[config.mk]
export PLATFORM = sky130hd
export DESIGN_NAME = rc4sc_ctrl
export DESIGN_NICKNAME = d
export VERILOG_FILES = /design/src/rtl/core/rc4sc_pkg.sv /design/src/rtl/core/rc4sc_ctrl.sv
export SDC_FILE = /design/constraint.sdc
export NUM_CORES = 1
export LEC_CHECK = 0
export BUFFER_PORTS_ARGS = -buffer_cell sky130_fd_sc_hd__buf_2
export CORE_UTILIZATION = 49
export DETAILED_ROUTE_END_ITERATION = 8
export PLACE_DENSITY = 0.76
export SLEW_MARGIN = 10
export SYNTH_ARGS = -nofsm -noshare
export SYNTH_HDL_FRONTEND = slang
export SYNTH_SLANG_ARGS = --single-unit
[constraint.sdc]
create_clock -name i_clk -period 1.95 [get_ports i_clk]
set_input_delay 0.195 -clock i_clk [delete_from_list [all_inputs] [get_ports i_clk]]
set_output_delay 0.195 -clock i_clk [all_outputs]
set_load 0.01 [all_outputs]
[src/rtl/core/rc4sc_pkg.sv]
package rc4sc_pkg;

    // Key store depth and derived widths
    localparam int KEY_DEPTH = 256;
    localparam int KEY_AW    = (KEY_DEPTH > 1) ? $clog2(KEY_DEPTH) : 1;
    localparam int KEY_CW    = $clog2(KEY_DEPTH + 1);

    localparam int DROP_W    = 12;
    localparam int PERM_N    = 256;

    // req_type codes
    localparam logic REQ_KEY  = 1'b0;
    localparam logic REQ_DATA = 1'b1;

    typedef struct packed {
        logic       req_type;
        logic [7:0] in_byte;
        logic       key_last;
    } t_in;

    typedef struct packed {
        logic [7:0] out_byte;
        logic [7:0] keystream_byte;
    } t_out;

    // Controller to datapath
    typedef struct packed {
        logic idx_clr;   // i = j = 0
        logic init_wr;   // S[i] = i, i advances and holds at 255
        logic rd;        // i = i + 1, read S[i] and key[k]
        logic add;       // j += S[i] (+ key), read S[j]
        logic use_key;   // key scheduling step
        logic sw1;       // S[i] = S[j], read S[t]
        logic sw2;       // S[j] = old S[i], keystream ready
        logic byte_ld;   // capture data byte
        logic key_wr;    // store key byte
    } t_dp_cmd;

    // Datapath to controller
    typedef struct packed {
        logic i_last;    // i == 255
    } t_dp_stat;

endpackage

[src/rtl/core/rc4sc_ctrl.sv]
module rc4sc_ctrl (
    input  logic                              i_clk,
    input  logic                              i_rst_n,
    input  logic                              i_in_valid,
    input  rc4sc_pkg::t_in                    i_in,
    output logic                              o_in_stall,
    input  logic                              i_out_free,
    output logic                              o_emit,
    input  logic                              i_cfg_we,
    input  logic [rc4sc_pkg::DROP_W-1:0]      i_cfg_data,
    input  rc4sc_pkg::t_dp_stat               i_stat,
    output rc4sc_pkg::t_dp_cmd                o_cmd
);

    typedef enum logic [5:0] {
        ST_IDLE = 6'b000001,
        ST_INIT = 6'b000010,
        ST_RD   = 6'b000100,
        ST_ADD  = 6'b001000,
        ST_SW1  = 6'b010000,
        ST_SW2  = 6'b100000
    } t_state;

    typedef enum logic [1:0] {
        MODE_DATA = 2'd0,
        MODE_KSA  = 2'd1,
        MODE_DROP = 2'd2
    } t_mode;

    t_state r_state, n_state;
    t_mode  r_mode, n_mode;
    logic   r_init_ksa, n_init_ksa;
    logic [rc4sc_pkg::DROP_W-1:0] r_drop_count;
    logic [rc4sc_pkg::DROP_W-1:0] r_drop_left, n_drop_left;
    logic   accept;

    assign o_in_stall = (r_state != ST_IDLE);
    assign accept     = i_in_valid && !o_in_stall;

    always_comb begin
        n_state     = r_state;
        n_mode      = r_mode;
        n_init_ksa  = r_init_ksa;
        n_drop_left = r_drop_left;
        o_cmd       = '0;
        o_emit      = 1'b0;
        o_cmd.use_key = (r_mode == MODE_KSA);
        unique case (r_state)
            ST_IDLE: begin
                if (accept) begin
                    if (i_in.req_type == rc4sc_pkg::REQ_DATA) begin
                        o_cmd.rd      = 1'b1;
                        o_cmd.byte_ld = 1'b1;
                        n_mode        = MODE_DATA;
                        n_state       = ST_ADD;
                    end else begin
                        o_cmd.key_wr = 1'b1;
                        if (i_in.key_last) begin
                            o_cmd.idx_clr = 1'b1;
                            n_init_ksa    = 1'b1;
                            n_state       = ST_INIT;
                        end
                    end
                end
            end
            ST_INIT: begin
                o_cmd.init_wr = 1'b1;
                if (i_stat.i_last) begin
                    if (r_init_ksa) begin
                        n_mode  = MODE_KSA;
                        n_state = ST_RD;
                    end else begin
                        o_cmd.idx_clr = 1'b1;
                        n_state       = ST_IDLE;
                    end
                end
            end
            ST_RD: begin
                o_cmd.rd = 1'b1;
                n_state  = ST_ADD;
            end
            ST_ADD: begin
                o_cmd.add = 1'b1;
                n_state   = ST_SW1;
            end
            ST_SW1: begin
                o_cmd.sw1 = 1'b1;
                n_state   = ST_SW2;
            end
            ST_SW2: begin
                case (r_mode)
                    MODE_DATA: begin
                        if (i_out_free) begin
                            o_cmd.sw2 = 1'b1;
                            o_emit    = 1'b1;
                            n_state   = ST_IDLE;
                        end
                    end
                    MODE_KSA: begin
                        o_cmd.sw2 = 1'b1;
                        if (i_stat.i_last) begin
                            o_cmd.idx_clr = 1'b1;
                            n_init_ksa    = 1'b0;
                            if (r_drop_count == '0) begin
                                n_state = ST_IDLE;
                            end else begin
                                n_drop_left = r_drop_count;
                                n_mode      = MODE_DROP;
                                n_state     = ST_RD;
                            end
                        end else begin
                            n_state = ST_RD;
                        end
                    end
                    default: begin
                        o_cmd.sw2   = 1'b1;
                        n_drop_left = r_drop_left - rc4sc_pkg::DROP_W'(1);
                        if (r_drop_left == rc4sc_pkg::DROP_W'(1)) begin
                            n_state = ST_IDLE;
                        end else begin
                            n_state = ST_RD;
                        end
                    end
                endcase
            end
            default: begin
                n_state = ST_IDLE;
            end
        endcase
    end

    always_ff @(posedge i_clk) begin
        if (!i_rst_n) begin
            r_state      <= ST_INIT;
            r_mode       <= MODE_DATA;
            r_init_ksa   <= 1'b0;
            r_drop_left  <= '0;
            r_drop_count <= '0;
        end else begin
            r_state     <= n_state;
            r_mode      <= n_mode;
            r_init_ksa  <= n_init_ksa;
            r_drop_left <= n_drop_left;
            if (i_cfg_we) begin
                r_drop_count <= i_cfg_data;
            end
        end
    end

endmodule

==> results.txt, run 1 <==
- The number of nets handed over by synthesis was 262.
- Final hold violations: 0
* Clock slew at reported path FFs: ~0.07 ns
- Of all cell types, the one taking the most synthesized area is sky130_fd_sc_hd__dfxtp_1.
* Result of the run: finished with violations
* Number of clock buffers inserted by TritonCTS: 5
- Parity-gate share of the synthesized area counting xor and xnor cells: 0
* Number of placement rows: 21
- Total setup violations reported at the end of the flow: 6
- The tree is rooted in a sky130_fd_sc_hd__clkbuf_8.
* Cell depth of the worst hold path: 3
* Dominant combinational cell family by area after synthesis: simple AND/OR/NAND/NOR gates
- Floorplan die height: 62.9 um
- Sequential share of the synthesized area: 0.363
* Share of power burned in registers: 0.463
- Of the total power, combinational logic draws 0.171.
- Setup repair after global routing missed its margin: true
- The first global-routing pass estimated 7.39 mm of wire.
* Iteration count of the initial detailed-routing pass: 4
- Via count: 1879
* IR Drop Worst-Case VDD: 310 uV
* Multiplexer share of the synthesized area: 0.0715
* Warning count from the yosys run: 0
* Switch Pwr: 0.414 mW
- Complex-gate fraction of the synthesized area: 0.213
* Dpl cells: between 300 and 400
* Pins Over Slew Limit: 0
- In the synthesized netlist the dominant register cell turns out to be sky130_fd_sc_hd__dfxtp_1.
- Total number of nets in the final design: between 300 and 400
* Number of flops mapped to enable cells by yosys: 0
* Cell variety after synth: 53
- Dividing the detail-routed wire length by the instance count gives 14.2 um.
* Reg2reg path depth: 8
* CTS tree: done
* Largest cells by area after synthesis: sky130_fd_sc_hd__dfxtp_1, sky130_fd_sc_hd__mux2i_1, sky130_fd_sc_hd__nand2_1
- For this run, design rule violations remaining after detail routing come to 0.
- Setup Skew: 0.00458 ns
- After synthesis the netlist holds a flip-flop and latch count of 33.
* Largest net degree at the start of global routing: 21
- The finished layout holds 330 standard cells, fillers aside.
- Internal power comes to around 1.1 mW.
- Tightest hold margin: 0.142 ns
- Leakage: approximately 1 nW
- STA puts the critical path data arrival time at 1.92 ns.
* Startpoint of the most critical setup path: r_state[3]
- Number of antenna violations at the first check in global routing: 0
* MaxCap Viol Count: 0
- The floorplan step defined a die boundary enclosing 3960 um2.
* Largest fanout on the critical path: 5
* Global-route congestion overflow total: 0
* Top-area cell type share of the netlist area: 0.363
- Routability cong.: about 0.89
* Post-layout minimum cycle time: ~2.1 ns
- Number of buffers added to fix hold violations after cts: 0
* Number of routed nets with antenna violations: 0
- Highest Clock Rate: 473 MHz
- The worst hold path begins at i_cfg_data[4].
* Asr flop ratio synth: 0
* H-tree depth: 2
- 39 I/O pins were placed.
- Initial Utilization: 0.529
- Category of the most critical setup path: reg -> out
* Horizontal die dimension: 62.9 um
* Crit end category: output pin
* Startpoint of the most critical register-to-register path: r_state[3]
* Starting DRC count in detailed routing: 147
- The most common cell in the synthesized netlist is sky130_fd_sc_hd__dfxtp_1.
- R2R Setup Slk: -0.08 ns
* Clock network fraction of total power: 0.367
* Layout area overhead: 28.5%
* Post-synthesis share of cell area spent on and, or, nand and nor gates: 0.292
- A synthesized cell averages 7.84 um2.
* Post-synthesis adder-cell area fraction: 0.0138
* Violated checks: negative setup slack
- The number of global-route vias before repair is 1577.
* Routed wire length: approximately 4.7 mm
* Req. time, crit path: roughly 1.8 ns
- In this run the deepest clock path goes through 2 buffers.
* Combined global-route utilization of all metal layers: 0.237
* Kind of path behind the tightest hold check: in -> reg
* Netlist Area Pre-Place: 1820 um2
* Fraction of layout instances using a drive strength above 1: 0.289
* ANT cells: 0
- Slew @ Worst Pin: 0.491 ns
- Number of standard cells after synthesis: 232
- Measured against its own limit, the worst slew margin works out to 0.670.
- Of the available clock period, the critical path in the final layout requires 1.08.
- The worst setup path is launched from a flop.
* Post-synth top cells: sky130_fd_sc_hd__dfxtp_1, sky130_fd_sc_hd__nand2_1, sky130_fd_sc_hd__nor2_1
* Final setup margin: -0.162 ns
- Dividing the detail-routed via count by the number of cells gives around 5.7.
* Later-pin clock latency in the skew report: 0.29 ns
* Port Buf Inserts: 30
- Of the total power, the share spent switching nets is 0.267.
- The region available for standard cell placement spans 3440 um2.
- Summed over all nets, the half-perimeter wirelength after detailed placement is 3.27 mm.
- For this design the ratio of total power to cell area is 664 nW/um2.
- Clock tree sinks: 33
[final timing paths]
check                    endpoint
setup / recovery           o_emit
hold / removal    r_drop_count[4]
setup reg to reg  r_drop_left[11]
hold reg to reg    r_drop_left[7]
[metal layers]
metal | global-route usage | vias to the layer above | share of wire
met1 | 0.338 | 886 | 0.47
met3 | 0.0438 | 7 | 0.062
met5 | 0 | - | 0
li1 | - | 940 | -
met2 | 0.352 | 46 | 0.46
met4 | 0.0785 | 0 | 0.012
[power groups by stage]
stage / clock [mW] / sequential, mW / combinational, mW
6_report: 0.569 / 0.718 / 0.265
5_1_grt: 0.609 / 0.722 / 0.289
4_1_cts: 0.577 / 0.717 / 0.252
3_5_place_dp: 0 / 0.731 / 0.249
3_3_place_gp: 0 / 0.731 / 0.246
2_1_floorplan: 0 / 0.729 / 0.148
[layout by cell type, fill, tap and decap left out, types with 4 or more instances in the layout]
cell                       Yosys  layout
sky130_fd_sc_hd__inv_1         8       8
sky130_fd_sc_hd__o21ai_1       1       9
sky130_fd_sc_hd__mux2i_1      13      13
sky130_fd_sc_hd__a21oi_1      19      19
sky130_fd_sc_hd__o21ai_0      15       7
sky130_fd_sc_hd__nor3_1        6       6
sky130_fd_sc_hd__nor4_1        9       7
sky130_fd_sc_hd__nor2_1       27      26
sky130_fd_sc_hd__nand2_1      32      32
sky130_fd_sc_hd__o31ai_1       4       4
sky130_fd_sc_hd__buf_2         1      29
sky130_fd_sc_hd__buf_4         0      23
sky130_fd_sc_hd__dfxtp_1      33      31
sky130_fd_sc_hd__clkbuf_8      0       7
[logic make-up (layout without fill, tap and decap cells)]
family,after synthesis,after routing
flops,33,33
simple gates,103,103
mux,13,13
compound gates,61,61
buf+inv,20,72
fa+ha+maj,2,2
[what timing repair did]
item | in CTS | in global routing
pin swaps | 5 | 7
setup endpoints to repair | 5 | 9
cloned | 0 | 1
hold endpoints to repair | 0 | 0
gates resized for setup | 6 | 18
buffers inserted | 1 | 3
[flip-flops by register name, indices dropped and copies added, names as in the netlist]
name,flops
r_drop_count,12
r_drop_left,12
r_init_ksa,1
r_state,6
r_mode,2
[cell type report]
cell class / instances / area (um2)
multi-input combinational: 179 / 1130
fill: 279 / 1100
sequential: 33 / 663
timing repair buffer: 55 / 352
clock buffer: 7 / 96.3
tap: 46 / 57.6
inverter: 9 / 33.8
clock inverter: 1 / 5.00
[critical path, cell delays in order, from the launching register on]
cell and delay (ns):
sky130_fd_sc_hd__dfxtp_2 0.32, sky130_fd_sc_hd__or4_4 0.53, sky130_fd_sc_hd__or3_4 0.40, sky130_fd_sc_hd__nor4b_4 0.23, sky130_fd_sc_hd__buf_2 0.17
[per-stage QoR]
step	util	area (um2)	total power, mW	TNS [ns]	setup slack, ns
after global placement	0.620	2130	0.976	0	0.0449
final	0.679	2340	1.55	-0.573	-0.162
after floorplan	-	1830	0.877	0	0.0372
after global routing	0.679	2340	1.62	-1.27	-0.211
after detailed placement	0.620	2130	0.980	0	0.0365
after CTS	0.658	2270	1.55	-0.480	-0.179
Note: power is estimated with default switching activity, not from simulation.
==> inputs of run 2 (changes only) <==
--- a/config.mk
+++ b/config.mk
@@ -6,9 +6,11 @@
 export NUM_CORES = 1
 export LEC_CHECK = 0
 export BUFFER_PORTS_ARGS = -buffer_cell sky130_fd_sc_hd__buf_2
-export CORE_UTILIZATION = 49
+export CELL_PAD_IN_SITES_DETAIL_PLACEMENT = 0
+export CELL_PAD_IN_SITES_GLOBAL_PLACEMENT = 2
+export CORE_UTILIZATION = 28
 export DETAILED_ROUTE_END_ITERATION = 8
-export PLACE_DENSITY = 0.76
+export PLACE_DENSITY_LB_ADDON = 0.1
 export SLEW_MARGIN = 10
 export SYNTH_ARGS = -nofsm -noshare
 export SYNTH_HDL_FRONTEND = slang
==> constraint.sdc (replaced) <==
create_clock -name i_clk -period 1.7 [get_ports i_clk]
set_input_delay 0.17 -clock i_clk [delete_from_list [all_inputs] [get_ports i_clk]]
set_output_delay 0.17 -clock i_clk [all_outputs]
set_load 0.01 [all_outputs]
==> run 2 against run 1 <==
  * The flow still finishes with violations (negative setup slack)
  * Critical path depth rose by 2
  * Global-route usage decreased by 6.0 points
  * Register-to-register slack lost 0.28 ns
  * Sequential share of layout area shrank 4.5 points
  * Cell area up 19%
  * Non-clock buffer count increased by 25
  * Worst setup slack lost 0.28 ns
  * Utilization is 24 points lower
  * Final cell count grew 17%
==> results.txt, run 2 (synthesized netlist as in run 1, its figures left out) <==
* Category of the most critical setup path: reg -> out (unchanged)
* Largest net degree at the start of global routing: 18 (was 21)
* Period utilization: 1.26
- Reg2reg path depth: 8 (unchanged)
* Dpl cells: 368 (was 317)
- The actual transition at the worst max-transition pin came to 0.406 ns (was 0.491 ns).
- The most common library cell in the layout ignoring fill and taps is sky130_fd_sc_hd__buf_4 (was sky130_fd_sc_hd__nand2_1).
* CP max-delay cell: sky130_fd_sc_hd__or4_4 (unchanged)
- The H-tree level count is 2 (unchanged).
* Initial Utilization: 0.288 (was 0.529)
- The required time of the worst setup path came to 1.53 ns (was 1.75 ns).
* Number of top-level pins: 39 (unchanged)
- The DRC violation count after routing came to 0 (unchanged).
- The leftover overflow at the end of global routing is 0 (unchanged).
- Kind of path behind the tightest hold check: in -> reg (unchanged)
- The element type at the critical path end was an output pin (unchanged).
* Floorplan die height: 82.6 um (was 62.9 um)
- CTS tree: done (unchanged)
* Total setup violations reported at the end of the flow: 25 (was 6)
- Horizontal die dimension: 82.6 um (was 62.9 um)
- The flop-to-flop setup slack is -0.36 ns (was -0.08 ns).
- Clock tree sinks: 33 (unchanged)
* Power consumption: 1.80 mW (was 1.55 mW)
* Setup Skew: 0.00558 ns (was 0.00458 ns)
- Startpoint of the most critical register-to-register path: r_state[1] (was r_state[3])
* Die Footprint: 6820 um2 (was 3960 um2)
- Critical path, cell by cell: or4_4 -> or3_4 -> o22ai_1 -> nand2_1 -> nand2_2 -> buf_2 (was or4_4 -> or3_4 -> nor4b_4 -> buf_2).
- The initial antenna violation count was 0 (unchanged).
- The total global-route track usage came to 0.176 (was 0.237).
- The HPWL after detailed placement was 4.12 mm (was 3.27 mm).
- The clock latency of the later-clocked register in the worst-skew pair came to 0.28 ns (was 0.29 ns).
* Iteration count of the initial detailed-routing pass: 4 (unchanged)
- Number of routed nets with antenna violations: 0 (unchanged)
- Setup repair after global routing missed its margin: true (unchanged).
- Largest registers: r_drop_count: 12 flops, r_drop_left: 12 flops, r_state: 6 flops (unchanged)
* Via count: 1941 (was 1879)
- Core area: 6310 um2 (was 3440 um2)
- The final antenna diode count is 0 (unchanged).
* Pins Over Slew Limit: 0 (unchanged)
- The area added between synthesis and finish came to 53.0% (was 28.5%).
- Final hold violations: 0 (unchanged)
- The routability congestion estimate was 0.768 (was 0.888).
* Post-Layout Inst Area: 2780 um2 (was 2340 um2)
* Arrival time of the worst setup path: 1.97 ns (was 1.92 ns)
- Post-layout minimum cycle time: 2.14 ns
- The violation count after the first detailed-route iteration was 78 (was 147).
* Critical Path Max Stage Delay: 0.53 ns (about the same)
- Violated checks: negative setup slack (unchanged).
- CTS root buf: sky130_fd_sc_hd__clkbuf_8 (unchanged)
* Clock slew at reported path FFs: 0.07 ns (about the same)
* Buffer depth of the longest clock path: 2 (unchanged)
- Port Buf Inserts: 30 (unchanged)
* Number of buffers added to fix hold violations after cts: 0 (unchanged)
* Leakage: 1.17 nW (was 1.03 nW)
- Worst Setup Start Kind: flop (unchanged)
- Number of clock buffers inserted by TritonCTS: 5 (unchanged)
- Fraction of layout instances using a drive strength above 1: 0.456 (was 0.289)
* Final-layout fill cell count: 686 (was 279)
* Highest Clock Rate: 467 MHz
- The final worst setup slack came to -0.441 ns (was -0.162 ns).
- The count of maximum capacitance violations is 0 (unchanged).
- Cell area after placement: 2340 um2 (was 2130 um2)
- The worst setup path startpoint was r_state[1] (was r_state[3]).
- The routed length per instance is 14.7 um (was 14.2 um).
- The wire length reported by the detailed router is 5.67 mm (was 4.69 mm).
* Commonest cells after routing, fill and taps aside: sky130_fd_sc_hd__buf_4, sky130_fd_sc_hd__dfxtp_1, sky130_fd_sc_hd__buf_2, sky130_fd_sc_hd__nand2_1, sky130_fd_sc_hd__nor2_1 (was sky130_fd_sc_hd__nand2_1, sky130_fd_sc_hd__dfxtp_1, sky130_fd_sc_hd__buf_2, sky130_fd_sc_hd__nor2_1, sky130_fd_sc_hd__buf_4)
- Critical path capture point: o_cmd[8] (was o_emit)
* P per Cell Area: 646 nW/um2 (was 664 nW/um2)
- The maximum net fanout on the critical path came to 4 (was 5).
* Number of vias per cell after detailed routing: 5.03 (was 5.69)
- The wire length of the first global-routing pass was 8.89 mm (was 7.39 mm).
- The endpoint of the most critical register-to-register path is r_drop_left[11] (unchanged).
* Result of the run: finished with violations (unchanged)
- IR Drop Worst-Case VDD: 435 uV (was 310 uV)
- Worst slew slack as a fraction of its limit: 0.730 (was 0.670)
- Count of placed standard cells in the final layout, fillers left out: 386 (was 330)
- The post-layout net count is 338 (was 313).
- The number of global-route vias before repair was 1793 (was 1577).
- Number of placement rows: 29 (was 21)
[run 2: area by class of cell]
cell class                      instances  area [um2]  area share
Sequential cell                        33         664       0.239
Clock buffer                            8        80.1      0.0288
Timing Repair Buffer                   80         607       0.218
Inverter                                9        33.8      0.0121
Tap cell                               77        96.3      0.0346
Multi-Input combinational cell        179        1300       0.468
[run 2: stage by stage]
| stage | TNS (ns) | worst slack [ns] | util | hold slack [ns] |
|---|---|---|---|---|
| 6_report | -7.04 | -0.441 | 0.441 | 0.118 |
| 5_1_grt | -8.45 | -0.482 | 0.441 | 0.110 |
| 4_1_cts | -6.86 | -0.426 | 0.424 | 0.113 |
| 3_5_place_dp | -2.76 | -0.215 | 0.370 | 0.411 |
| 3_3_place_gp | -2.65 | -0.212 | 0.370 | 0.404 |
| 2_1_floorplan | -0.501 | -0.212 | - | 0.317 |
[run 2: layer usage]
metal,wire length [um],track usage
met1,2590,0.209
met2,2880,0.321
met3,151,0.0363
met4,46,0.0466
met5,0,0
[run 2: critical path, delay by kind of cell (launching register included)]
family                 cells  cell delay, ns
buffers and inverters      1            0.12
AND/OR/NAND/NOR            4            1.08
AO/OA/AOI/OAI              1            0.17
flip-flops                 1            0.32
[run 2: worst min-delay path by stage]
stage	to	from	slack (ns)	cells after the start
finish	r_drop_count[5]	i_cfg_data[5]	0.12	3
floorplan	r_drop_count[0]	i_cfg_data[0]	0.32	2
CTS	r_drop_count[5]	i_cfg_data[5]	0.11	3
detailed placement	r_drop_count[5]	i_cfg_data[5]	0.41	3
global placement	r_drop_count[11]	i_cfg_data[11]	0.40	3
global route	r_drop_count[5]	i_cfg_data[5]	0.11	3
[run 2: timing repair]
action	CTS	global route
pin swaps	11	10
endpoints found under the hold margin	0	0
cloned	0	0
endpoints found under the setup margin	26	28
resized for setup	56	25
setup buffers	9	4
[run 2: report_power, final]
| part | internal [mW] | leakage, nW | total [mW] | switching [mW] |
|---|---|---|---|---|
| Clock | 0.291 | 0.0395 | 0.580 | 0.289 |
| Sequential | 0.799 | 0.270 | 0.823 | 0.0239 |
| Combinational | 0.193 | 0.861 | 0.396 | 0.202 |
